<file path="config.mk">
export PLATFORM = sky130hd
export DESIGN_NAME = cem_match
export DESIGN_NICKNAME = d
export VERILOG_FILES = /design/src/rtl/cem_pkg.sv /design/src/rtl/cem_match.sv
export SDC_FILE = /design/constraint.sdc
export NUM_CORES = 1
export LEC_CHECK = 0
export BUFFER_PORTS_ARGS = -buffer_cell sky130_fd_sc_hd__clkbuf_2
export CORE_MARGIN = 3
export CORE_UTILIZATION = 40
export DETAILED_ROUTE_END_ITERATION = 8
export PLACE_DENSITY = 0.71
export SETUP_SLACK_MARGIN = 0.4
export SYNTH_ARGS = -nofsm -noshare
export SYNTH_HDL_FRONTEND = slang
export SYNTH_SLANG_ARGS = --single-unit
</file>
<file path="constraint.sdc">
create_clock -name vclk -period 13.5
set_input_delay 2.7 -clock vclk [all_inputs]
set_output_delay 2.7 -clock vclk [all_outputs]
set_load 0.02 [all_outputs]
</file>
<file path="src/rtl/cem_pkg.sv">
// Package for the MIDI controller event mapper.
// Holds codes, field layouts, the state type and the structs passed between modules.
// No dependencies.
`default_nettype none

package cem_pkg;

	// Fixed MIDI geometry.
	localparam int MIDI_CHANNELS = 16;
	localparam int CONTROLLERS   = 128;
	localparam int SLOT_AW       = $clog2(MIDI_CHANNELS * CONTROLLERS);
	localparam int SLOT_DW       = 23;

	// Default sizes for the top level parameters.
	localparam int DEF_NUM_BINDINGS         = 16;
	localparam int DEF_CHANNELS_PER_BINDING = 2;

	// Message type nibbles.
	localparam logic [3:0] MT_NOTE_OFF = 4'h8;
	localparam logic [3:0] MT_NOTE_ON  = 4'h9;

	// Binding encodings.
	localparam logic [2:0] ENC_BUTTON = 3'd0;
	localparam logic [2:0] ENC_PAD    = 3'd1;
	localparam logic [2:0] ENC_REL_C  = 3'd2;
	localparam logic [2:0] ENC_REL_2C = 3'd3;
	localparam logic [2:0] ENC_ABS7   = 3'd4;
	localparam logic [2:0] ENC_ABS14  = 3'd5;
	localparam logic [2:0] ENC_REL14  = 3'd6;
	localparam logic [2:0] ENC_UNUSED = 3'd7;

	// Action codes that drive the modifier state.
	localparam logic [4:0] ACT_SHIFT     = 5'd4;
	localparam logic [4:0] ACT_JOG_TOUCH = 5'd9;

	// Event kinds and full-scale selectors.
	localparam logic [1:0] KIND_BUTTON = 2'd0;
	localparam logic [1:0] KIND_REL    = 2'd1;
	localparam logic [1:0] KIND_ABS    = 2'd2;
	localparam logic [1:0] FS_PLAIN    = 2'd0;
	localparam logic [1:0] FS_127      = 2'd1;
	localparam logic [1:0] FS_16383    = 2'd2;

	// Configuration register indexes.
	localparam logic CFG_ENABLE = 1'b0;
	localparam logic CFG_COUNT  = 1'b1;

	// Controller state machine.
	typedef enum logic [5:0] {
		ST_CLEAR = 6'b000001,
		ST_IDLE  = 6'b000010,
		ST_READ  = 6'b000100,
		ST_EVAL  = 6'b001000,
		ST_SLOT  = 6'b010000,
		ST_OUT   = 6'b100000
	} state_t;

	// Outcome of testing one binding against the message.
	typedef struct packed {
		logic              hit;
		logic              emit;
		logic              slot;
		logic              is_msb;
		logic              rel;
		logic [4:0]        action;
		logic [1:0]        kind;
		logic [1:0]        deck;
		logic signed [14:0] value;
		logic [1:0]        fs;
		logic [7:0]        pad;
		logic [1:0]        shift_n;
		logic [1:0]        jog_n;
	} match_res_t;

	// Request for the 14-bit pair store.
	typedef struct packed {
		logic       is_msb;
		logic       rel;
		logic [6:0] d2;
	} slot_req_t;

	// Outcome of the 14-bit pair update.
	typedef struct packed {
		logic               emit;
		logic [1:0]         kind;
		logic signed [14:0] value;
		logic [1:0]         fs;
	} slot_res_t;

endpackage

`default_nettype wire

</file>
<file path="src/rtl/cem_match.sv">
// Tests one binding against a MIDI message and forms the candidate event.
// Depends on cem_pkg.
`default_nettype none

module cem_match #(
	parameter int CHANNELS_PER_BINDING = cem_pkg::DEF_CHANNELS_PER_BINDING
) (
	input  wire logic [63:0]        w0,
	input  wire logic [63:0]        w1,
	input  wire logic [3:0]         mtype,
	input  wire logic [3:0]         ch,
	input  wire logic [6:0]         d1,
	input  wire logic [6:0]         d2,
	input  wire logic [1:0]         shift,
	input  wire logic [1:0]         jog,
	output cem_pkg::match_res_t     res
);

	logic [3:0]  tn;
	logic [2:0]  enc;
	logic [4:0]  act, sact, tact;
	logic        shv, tov, neg;
	logic [6:0]  base, lsb, centre;
	logic [7:0]  cnt, pad_off;
	logic [15:0] mask;
	logic [4:0]  below;
	logic [1:0]  deck, dmask, sh_n, jg_n;
	logic        type_ok, chan_ok, in_range, is14, is_lsb, deck_ok, pressed;
	logic        sh_act, touched;
	logic signed [8:0] dl;

	// Shift counts for deck zero when either deck holds it.
	function automatic logic shift_on(input logic [1:0] s, input logic [1:0] d);
		logic r;
		case (d)
			2'd0: r = |s;
			2'd1: r = s[0];
			2'd2: r = s[1];
			default: r = 1'b0;
		endcase
		return r;
	endfunction

	// Field decode.
	assign tn      = w0[3:0];
	assign enc     = w0[6:4];
	assign act     = w0[11:7];
	assign shv     = w0[12];
	assign sact    = w0[17:13];
	assign tov     = w0[18];
	assign tact    = w0[23:19];
	assign base    = w0[30:24];
	assign cnt     = w0[38:31];
	assign lsb     = w0[45:39];
	assign centre  = w0[52:46];
	assign neg     = w0[53];
	assign pad_off = w1[7:0];
	assign mask    = w1[23:8];
	assign deck    = w1[24 + 2 * int'(ch) +: 2];

	// Member channels below this one; only the lowest CHANNELS_PER_BINDING member channels are honored.
	always_comb begin
		below = '0;
		for (int c = 0; c < 16; c++) begin
			if (c < int'(ch) && mask[c]) begin
				below = below + 5'd1;
			end
		end
	end

	assign chan_ok  = mask[ch] && (int'(below) < CHANNELS_PER_BINDING);
	assign type_ok  = (enc != cem_pkg::ENC_UNUSED) && ((mtype == tn) ||
		((tn == cem_pkg::MT_NOTE_ON) &&
		(mtype == cem_pkg::MT_NOTE_OFF || mtype == cem_pkg::MT_NOTE_ON)));
	assign in_range = (d1 >= base) && ({2'b0, d1} < ({2'b0, base} + {1'b0, cnt}));
	assign is14     = (enc == cem_pkg::ENC_ABS14) || (enc == cem_pkg::ENC_REL14);
	assign is_lsb   = is14 && (d1 == lsb);
	assign deck_ok  = (deck == 2'd1) || (deck == 2'd2);
	assign dmask    = (deck == 2'd2) ? 2'b10 : 2'b01;
	assign pressed  = (mtype != cem_pkg::MT_NOTE_OFF) && (d2 != 7'd0);

	// Modifier updates from shift and jog-touch buttons.
	always_comb begin
		sh_n = shift;
		jg_n = jog;
		if (enc == cem_pkg::ENC_BUTTON && deck_ok) begin
			if (act == cem_pkg::ACT_SHIFT) begin
				sh_n = pressed ? (shift | dmask) : (shift & ~dmask);
			end
			if (act == cem_pkg::ACT_JOG_TOUCH) begin
				jg_n = pressed ? (jog | dmask) : (jog & ~dmask);
			end
		end
	end

	assign sh_act  = shift_on(sh_n, deck) && shv;
	assign touched = deck_ok && ((jog & dmask) != 2'b00) && tov;

	// Relative delta, centred or two's complement, then direction.
	always_comb begin
		if (enc == cem_pkg::ENC_REL_2C) begin
			dl = d2[6] ? ($signed({2'b0, d2}) - 9'sd128) : $signed({2'b0, d2});
		end else begin
			dl = $signed({2'b0, d2}) - $signed({2'b0, centre});
		end
		if (neg) begin
			dl = -dl;
		end
	end

	// Candidate event by encoding.
	always_comb begin
		res         = '0;
		res.hit     = type_ok && chan_ok && (in_range || is_lsb);
		res.deck    = deck;
		res.shift_n = shift;
		res.jog_n   = jog;
		res.action  = act;
		case (enc)
			cem_pkg::ENC_BUTTON: begin
				res.shift_n = sh_n;
				res.jog_n   = jg_n;
				res.emit    = 1'b1;
				res.action  = sh_act ? sact : act;
				res.kind    = cem_pkg::KIND_BUTTON;
				res.value   = pressed ? 15'sd1 : 15'sd0;
			end
			cem_pkg::ENC_PAD: begin
				res.emit   = (mtype == cem_pkg::MT_NOTE_ON) && (d2 != 7'd0);
				res.action = sh_act ? sact : act;
				res.kind   = cem_pkg::KIND_BUTTON;
				res.value  = 15'sd1;
				res.pad    = {1'b0, d1} - {1'b0, base} + pad_off;
			end
			cem_pkg::ENC_REL_C, cem_pkg::ENC_REL_2C: begin
				res.emit   = (dl != 9'sd0);
				res.action = sh_act ? sact : (touched ? tact : act);
				res.kind   = cem_pkg::KIND_REL;
				res.value  = 15'(dl);
			end
			cem_pkg::ENC_ABS7: begin
				res.emit  = 1'b1;
				res.kind  = cem_pkg::KIND_ABS;
				res.value = $signed({8'b0, d2});
				res.fs    = cem_pkg::FS_127;
			end
			cem_pkg::ENC_ABS14, cem_pkg::ENC_REL14: begin
				res.slot   = 1'b1;
				res.is_msb = (d1 == base);
				res.rel    = (enc == cem_pkg::ENC_REL14);
			end
			default: begin
				res.hit = 1'b0;
			end
		endcase
	end

endmodule

`default_nettype wire

</file>
==> results_dict.tcl, run 1 <==
set metrics [dict create \
    grtUsageMet3_pct 1.23 \
    vias 5466 \
    wirelength_um 14600 \
    min_period_ns 13.28 \
    max_freq_ghz 0.0753 \
    n_clock_buffer 0 \
    cp-start-kind "input port" \
    worstHoldPathType "input port to output port" \
    rsz0062_at_grt "yes" \
    final.fill_count 1086 \
    seq_cell_count 0 \
    die_h_um 117 \
    syn_nets 856 \
    regArea_sq_um 0 \
    grt_use_met2_pct 38.5 \
    final_nets 1050 \
    p_leak_nw 3.17 \
    p_per_area_nw_per_um2 80.4 \
    ys_warn_count 0 \
    crit_type "input port to output port" \
    grtUsageTotal_pct 20.2 \
    grt_pass1_wl_um 23300 \
    postRouteAntennaNets 0 \
    seq_area_frac_synth_pct 0 \
    syn_area_per_cell_sq_um 7.66 \
    cp_slowest_stage_delay_ns 0.37 \
    drc_errors 0 \
    crit_path_max_fanout 6 \
    first_iter_violations 320 \
    hold_viol 0 \
    fin_crit_sh_pct 98.3 \
    grt_pass1_vias 5067 \
    setup_tns_ns 0 \
    die_area_sq_um 13600 \
    relSlewSlack_pct 44.5 \
    io_pins 197 \
    die_w_um 117 \
    slew_viol_final 0 \
    arrival_ns 10.58 \
    outcome "complete, no violations" \
    cp_slowest_cell "or3_4" \
    drtPass1Iterations 5 \
    viasPerCell 5.60 \
    hpwl_um 12200 \
    yosysUniqueCellTypes 91 \
    grt_overflow 0 \
    tightest_slew_ns 0.826 \
    place_congestion 0.921 \
    area_growth_pct 31.2 \
    power_mw 0.518 \
    core_area_sq_um 11700 \
    antenna_found_initial 0 \
    wl_per_cell_um 15.0 \
    rows 39 \
    start_util_pct 41.9 \
    synth_area_sq_um 4910 \
    worst_ir_drop_vdd_v 0.0000544 \
    cp_common_cell "ha_1" \
    antenna_cells 0 \
    grtUsageMet1_pct 26.0 \
    worstPathRequired_ns 10.80 \
    drv_cap 0 \
    grt-busiest-layer "met2" \
    port-buffer-count 178 \
    synth_cells 641 \
    final_layout_size_suffix_gt1_share_pct 37.9 \
    grt_max_degree 32 \
    endpoint_kind "output port" \
    setup_viol 0 \
]
## power breakdown
part	switching [mW]	internal (mW)
Sequential	0	0
Clock	0	0
Combinational	0.268	0.250
Total	0.268	0.250
## layer usage
metal	wire, um	vias up	share of wire, %
met5	0	-	0
met4	170	0	1.2
met2	7300	207	50
met3	938	22	6.4
met1	6220	2532	43
li1	-	2705	-
## logic make-up (layout without fill, tap and decap cells)
kind of cell	after synthesis	in the layout	synth area share, %
buf+inv	96	288	9.12
compound gates	166	166	24.6
mux	36	36	11.6
other cells	1	1	0.0763
xor+xnor	77	77	16.6
simple gates	204	204	21.1
fa+ha+maj	61	61	16.9
## worst max-delay path, delay by kind of cell
family,cells,cell delay [ns]
fa+ha+maj,8,2.24
buf+inv,4,0.45
compound gates,11,1.68
simple gates,17,2.21
xor+xnor,4,0.60
mux,3,0.69
## path summary, 6_finish.rpt
| check | start | end | slack, ns | cells past startpoint |
|---|---|---|---|---|
| worst max-delay path | ch[0] | res[42] | 0.22 | 47 |
| worst min-delay path | w0[11] | res[37] | 5.78 | 4 |
## cell usage after synthesis, drive strengths merged, types with 3 or more instances
cell type / n / area share (%)
a31oi: 7 / 1.2
a21oi: 36 / 3.7
o211a: 5 / 1.0
ha: 52 / 13
fa: 9 / 3.7
or2: 6 / 0.82
nor2: 53 / 4.4
a211oi: 6 / 1.0
a211o: 3 / 0.53
o22ai: 7 / 0.89
o21ai: 22 / 2.2
o21bai: 6 / 0.92
o21a: 9 / 1.4
nand2b: 10 / 1.3
xnor2: 50 / 9.7
o211ai: 6 / 0.92
nor3: 12 / 1.2
and2: 3 / 0.38
nand4: 10 / 1.4
nand2: 52 / 4.0
a21o: 17 / 2.6
o31ai: 8 / 1.4
nor2b: 5 / 0.64
or3: 6 / 0.87
nand3: 23 / 2.3
xor2: 21 / 4.0
xnor3: 5 / 2.3
inv: 63 / 4.8
nor4: 6 / 0.89
mux2: 11 / 2.6
mux4: 15 / 6.9
and3: 5 / 0.64
nand3b: 3 / 0.46
buf: 22 / 3.5
mux2i: 10 / 2.1
clkbuf: 10 / 0.76
a22o: 4 / 0.71
a21boi: 3 / 0.46
o311ai: 3 / 0.89
## per-stage QoR
stage	instance area (sq um)	utilization [%]	cells	hold slack (ns)	worst slack (ns)
finish	6440	55.0	976	5.78	0.224
global route	6440	55.0	976	5.80	-0.163
detailed placement	6100	52.1	954	5.78	-0.00188
CTS	6330	54.0	973	5.78	0.177
floorplan	5070	-	641	5.58	0.401
global placement	6100	52.1	954	5.77	0.0198
## timing repair
item,4_1_cts,5_1_grt
buffers inserted,19,3
setup endpoints to repair,1,1
hold buffers,0,0
pin swaps,37,32
resized for setup,20,19
## cell usage in the layout (no fill, tap or decap), types with 7 or more instances in the layout
cell        n
clkbuf_2  174
inv_1      60
nor2_1     48
nand2_1    48
ha_1       47
buf_4      45
xnor2_1    44
a21oi_1    33
nand3_1    21
xor2_1     19
o21ai_0    18
a21o_1     17
mux4_2     15
nor3_1     11
nand2b_1    9
o21a_1      9
nand4_1     9
mux2i_1     9
fa_1        9
mux2_2      7
o22ai_1     7
## final cells by class
type                            count  area (sq um)  area share (%)
Inverter                           64           240            3.73
Multi-Input combinational cell    545          4760            73.8
Tap cell                          143           179            2.78
Timing Repair Buffer              224          1270            19.7
Note: power is estimated with default switching activity, not from simulation.
==> run 2, diff against run 1 <==
--- a/config.mk
+++ b/config.mk
@@ -5,6 +5,7 @@
 export SDC_FILE = /design/constraint.sdc
 export NUM_CORES = 1
 export LEC_CHECK = 0
+export ABC_AREA = 1
 export BUFFER_PORTS_ARGS = -buffer_cell sky130_fd_sc_hd__clkbuf_2
 export CORE_MARGIN = 3
 export CORE_UTILIZATION = 40
==> results_dict.tcl, run 2 <==
set metrics [dict create \
    outcome "complete, no violations" \
    critPathLaunch "ch[3]" \
    pwr-share-comb_pct 100.0 \
    relSlewSlack_pct 44.6 \
    drtPass1Iterations 6 \
    layout_commonest_cell "nand2_1" \
    hp-start "w0[4]" \
    power_mw 0.294 \
    layout_common_cells "176 x nand2_1, 175 x clkbuf_2, 161 x inv_1" \
    syn_nets 1071 \
    port-buffer-count 178 \
    core_area_sq_um 11600 \
    setup_viol 0 \
    finish.utilization_pct 50.7 \
    io_pins 197 \
    seqPwrFrac_pct 0 \
    grt_overflow 0 \
    synth-xor-area-share_pct 4.77 \
    postRouteAntennaNets 0 \
    grt_pass1_vias 5290 \
    synth_top_area_share_pct 14.1 \
    path_buf_inv 7 \
    n_clock_buffer 0 \
    grt_max_degree 28 \
    seq_area_frac_synth_pct 0 \
    drc_errors 0 \
    rows 39 \
    syn_area_per_cell_sq_um 5.58 \
    worst_slack_ns 0.983 \
    wirelength_um 14700 \
    worstHoldPathType "input port to output port" \
    area_growth_pct 22.7 \
    die_area_sq_um 13300 \
    cp-start-kind "input port" \
    grtUsageTotal_pct 21.2 \
    synth_area_leader_cell "nand2_1" \
    clockPowerShare_pct 0 \
    synth_top_family_by_area "simple AND/OR/NAND/NOR gates" \
    hold_viol 0 \
    hpwl_um 13000 \
    fin_crit_sh_pct 92.7 \
    endpoint_kind "output port" \
    ys_top_cells_by_count "179 x nand2_1, 163 x inv_1, 89 x nor2_1" \
    setup_tns_ns 0 \
    power.switching_mw 0.185 \
    cp_common_cell "nand2_1" \
    vias 5821 \
    crit_type "input port to output port" \
    die_w_um 115 \
    synthTopCellsByArea "nand2_1 14%, ha_1 14%, inv_1 13%" \
    ys_warn_count 0 \
    cp_slowest_stage_delay_ns 0.31 \
    synth_compound_area_share_pct 16.2 \
    antenna_found_initial 0 \
    final_layout_size_suffix_gt1_share_pct 27.0 \
    p_per_area_nw_per_um2 50.2 \
    synth_cells 856 \
    worstPathRequired_ns 10.80 \
    yosysMostFrequentCell "nand2_1" \
    place_ws_ns 0.454 \
    first_iter_violations 327 \
    start_util_pct 41.3 \
    cp_slowest_cell "or2_2" \
    critPathTopFamily "simple AND/OR/NAND/NOR gates" \
    crit_path_max_fanout 8 \
    intPower_mw 0.110 \
    synth_simple_gate_area_share_pct 44.5 \
    die_h_um 115 \
    final_nets 1239 \
    wl_per_cell_um 12.6 \
    min_period_ns 12.52 \
    viasPerCell 5.00 \
    slew_viol_final 0 \
    synth_mux_area_share_pct 0.838 \
    yosysUniqueCellTypes 49 \
    rsz0062_at_grt "no" \
    place_congestion 0.923 \
    worst_ir_drop_vdd_v 0.0000214 \
    antenna_cells 0 \
    p_sw_share_pct 62.8 \
    synthAdderAreaFrac_pct 17.4 \
    synth_area_sq_um 4780 \
    p_leak_nw 3.43 \
    grt_pass1_wl_um 23700 \
    seq_cell_count 0 \
    max_freq_ghz 0.0799 \
    drv_cap 0 \
    regArea_sq_um 0 \
    arrival_ns 9.82 \
    tightest_slew_ns 0.824 \
]
==> run 2: cell count changes in the layout (fill, tap and decap cells not counted), moves of 11 or more <==
cell     previous run  this run
nand2_2             3        25
nand3_1            21        60
nor3_1             11        23
nand3_2             2        22
buf_4              45         7
mux4_2             15         0
nand2_1            48       176
nor2_1             48        87
inv_1              60       161
xnor2_1            44         9
a21o_1             17         1
nand2_4             1        12
o21ai_0            18        43
==> run 2: worst min-delay path: cells and delay by family <==
| kind | cells | cell delay, ns |
|---|---|---|
| simple gates | 1 | 0.07 |
| buf+inv | 2 | 0.26 |
==> run 2: cell families (layout without fill, tap and decap cells) <==
group	count (synthesis)	count (layout)
compound gates	130	130
mux	4	4
xor+xnor	26	26
fa+ha+maj	61	61
simple gates	439	439
buf+inv	195	361
other cells	1	1
==> run 2: layout make-up <==
| type | instances | area [sq um] |
|---|---|---|
| fillers | 1266 | 5700 |
| multi-input cells | 661 | 4080 |
| repair buffers | 184 | 941 |
| inverters | 177 | 664 |
| well taps | 143 | 179 |
==> run 2: per-stage QoR <==
| stage | hold slack (ns) | instances | cell area (sq um) |
|---|---|---|---|
| 4_1_cts | 5.73 | 1162 | 5760 |
| 5_1_grt | 5.75 | 1165 | 5860 |
| 3_3_place_gp | 5.73 | 1162 | 5760 |
| 3_5_place_dp | 5.73 | 1162 | 5760 |
| 6_report | 5.73 | 1165 | 5860 |
| 2_1_floorplan | 5.49 | 856 | 4780 |
==> run 2: power by group through the flow <==
stage	Sequential, mW	Combinational, mW	Clock [mW]
after CTS	0	0.289	0
after global placement	0	0.284	0
after global routing	0	0.338	0
final	0	0.294	0
after floorplan	0	0.215	0
after detailed placement	0	0.287	0
==> run 2: path summary, 6_finish.rpt <==
| check | to | depth (start not counted) |
|---|---|---|
| max | res[42] | 50 |
| min | res[38] | 3 |
==> run 2: repair_timing <==
item,4_1_cts,5_1_grt
hold buffers,0,0
setup buffers,0,3
setup endpoints to repair,0,1
hold endpoints to repair,0,0
resized for setup,0,23
==> run 2: layer usage <==
| metal | GRT usage, % | vias to the layer above | share of wire [%] | wire length (um) |
|---|---|---|---|---|
| li1 | - | 3105 | - | - |
| met1 | 27.3 | 2529 | 45 | 6650 |
| met2 | 40.2 | 177 | 49 | 7160 |
| met3 | 1.32 | 10 | 5.1 | 757 |
| met4 | 2.03 | 0 | 1.1 | 164 |
| met5 | 0 | - | 0 | 0 |
==> run 3, diff against run 2 <==
--- a/config.mk
+++ b/config.mk
@@ -10,7 +10,7 @@
 export CORE_MARGIN = 3
 export CORE_UTILIZATION = 40
 export DETAILED_ROUTE_END_ITERATION = 8
-export PLACE_DENSITY = 0.71
+export PLACE_DENSITY = 0.74
 export SETUP_SLACK_MARGIN = 0.4
 export SYNTH_ARGS = -nofsm -noshare
 export SYNTH_HDL_FRONTEND = slang
==> results_dict.tcl, run 3 (same netlist as run 2, synthesis figures left out) <==
set metrics [dict create \
    viasPerCell 4.99 \
    wirelength_um 14500 \
    min_to "res[38]" \
    antenna_found_initial 0 \
    finish.utilization_pct 50.7 \
    p_per_area_nw_per_um2 50.1 \
    area_growth_pct 22.7 \
    rows 39 \
    layout_common_cells "177 x nand2_1, 175 x clkbuf_2, 162 x inv_1" \
    arrival_ns 9.85 \
    grt_pass1_wl_um 22700 \
    start_util_pct 41.3 \
    setup_viol 0 \
    hpwl_um 12800 \
    intPower_mw 0.110 \
    slew_viol_final 0 \
    cp_common_cell "nand2_1" \
    die_w_um 115 \
    placed_cell_area_sq_um 5760 \
    final_area_sq_um 5860 \
    critPathLaunch "ch[3]" \
    place_ws_ns 0.335 \
    seq_cell_count 0 \
    holdWs_ns 5.74 \
    fin_crit_sh_pct 93.0 \
    io_pins 197 \
    drc_errors 0 \
    relSlewSlack_pct 41.0 \
    n_clock_buffer 0 \
    cp-start-kind "input port" \
    final_nets 1240 \
    pwr-share-comb_pct 100.0 \
    min_period_ns 12.55 \
    port-buffer-count 178 \
    die_area_sq_um 13300 \
    cts_hold_buf 0 \
    place_congestion 0.943 \
    final.fill_count 1203 \
    drtPass1Iterations 7 \
    first_iter_violations 257 \
    max_freq_ghz 0.0797 \
    worst_ir_drop_vdd_v 0.0000210 \
    tightest_slew_ns 0.877 \
    hold_viol 0 \
    power.switching_mw 0.184 \
    antenna_cells 0 \
    hp-start "w0[4]" \
    seqPwrFrac_pct 0 \
    worstPathRequired_ns 10.80 \
    holdPathStages 3 \
    setup_tns_ns 0 \
    grt_pass1_vias 5076 \
    rsz0062_at_grt "no" \
    grtUsageTotal_pct 20.4 \
    endpoint_kind "output port" \
    outcome "complete, no violations" \
    worstHoldPathType "input port to output port" \
    layout_commonest_cell "nand2_1" \
    regArea_sq_um 0 \
    wl_per_cell_um 12.4 \
    cp_slowest_cell "or2_2" \
    p_leak_nw 3.43 \
    vias 5823 \
    core_area_sq_um 11600 \
    cp_slowest_stage_delay_ns 0.33 \
    postRouteAntennaNets 0 \
    drv_cap 0 \
    grt_overflow 0 \
    die_h_um 115 \
    worst_slack_ns 0.945 \
    clockPowerShare_pct 0 \
    final_layout_size_suffix_gt1_share_pct 26.7 \
    crit_type "input port to output port" \
    crit_path_max_fanout 8 \
    grt_max_degree 28 \
    p_sw_share_pct 62.7 \
]
==> run 3: worst max path at each step <==
| stage | endpoint | slack [ns] |
|---|---|---|
| after floorplan | res[42] | 1.20 |
| after global placement | res[42] | 0.47 |
| after detailed placement | res[42] | 0.33 |
| after CTS | res[42] | 0.42 |
| after global routing | res[42] | 0.35 |
| final | res[42] | 0.95 |
==> run 3: cell type report <==
type               instances  area [sq um]  share of cell area, %
inverters                177           664                   11.3
well taps                143           179                   3.05
repair buffers           185           952                   16.2
multi-input cells        661          4070                   69.4
==> run 3: per-stage QoR <==
stage,power [mW],std cells
after floorplan,0.215,856
after global placement,0.283,1162
after detailed placement,0.288,1162
after CTS,0.289,1162
after global routing,0.336,1166
final,0.294,1166
==> run 3: timing repair <==
action                     in CTS  in global routing
gates resized for setup         1                 18
setup buffers                   0                  4
pin swaps                       0                  6
setup endpoints to repair       1                  1
==> run 3: metal layers <==
layer | vias up | GRT usage (%) | part of all wire [%]
met5 | - | 0 | 0
met4 | 0 | 4.62 | 2.7
met3 | 26 | 0.632 | 4.5
met2 | 158 | 36.8 | 48
met1 | 2538 | 26.9 | 45
li1 | 3101 | - | -
==> run 3: worst max-delay path: cells and delay by family <==
| kind | cells | cell delay (ns) |
|---|---|---|
| AO/OA/AOI/OAI | 5 | 0.58 |
| adder cells (fa/ha/maj) | 8 | 2.26 |
| AND/OR/NAND/NOR | 29 | 3.82 |
| buffers and inverters | 6 | 0.54 |
==> run 3: power groups by stage <==
stage | Clock, mW | Sequential [mW] | Combinational (mW)
6_report | 0 | 0 | 0.294
5_1_grt | 0 | 0 | 0.336
4_1_cts | 0 | 0 | 0.289
3_5_place_dp | 0 | 0 | 0.288
3_3_place_gp | 0 | 0 | 0.283
2_1_floorplan | 0 | 0 | 0.215
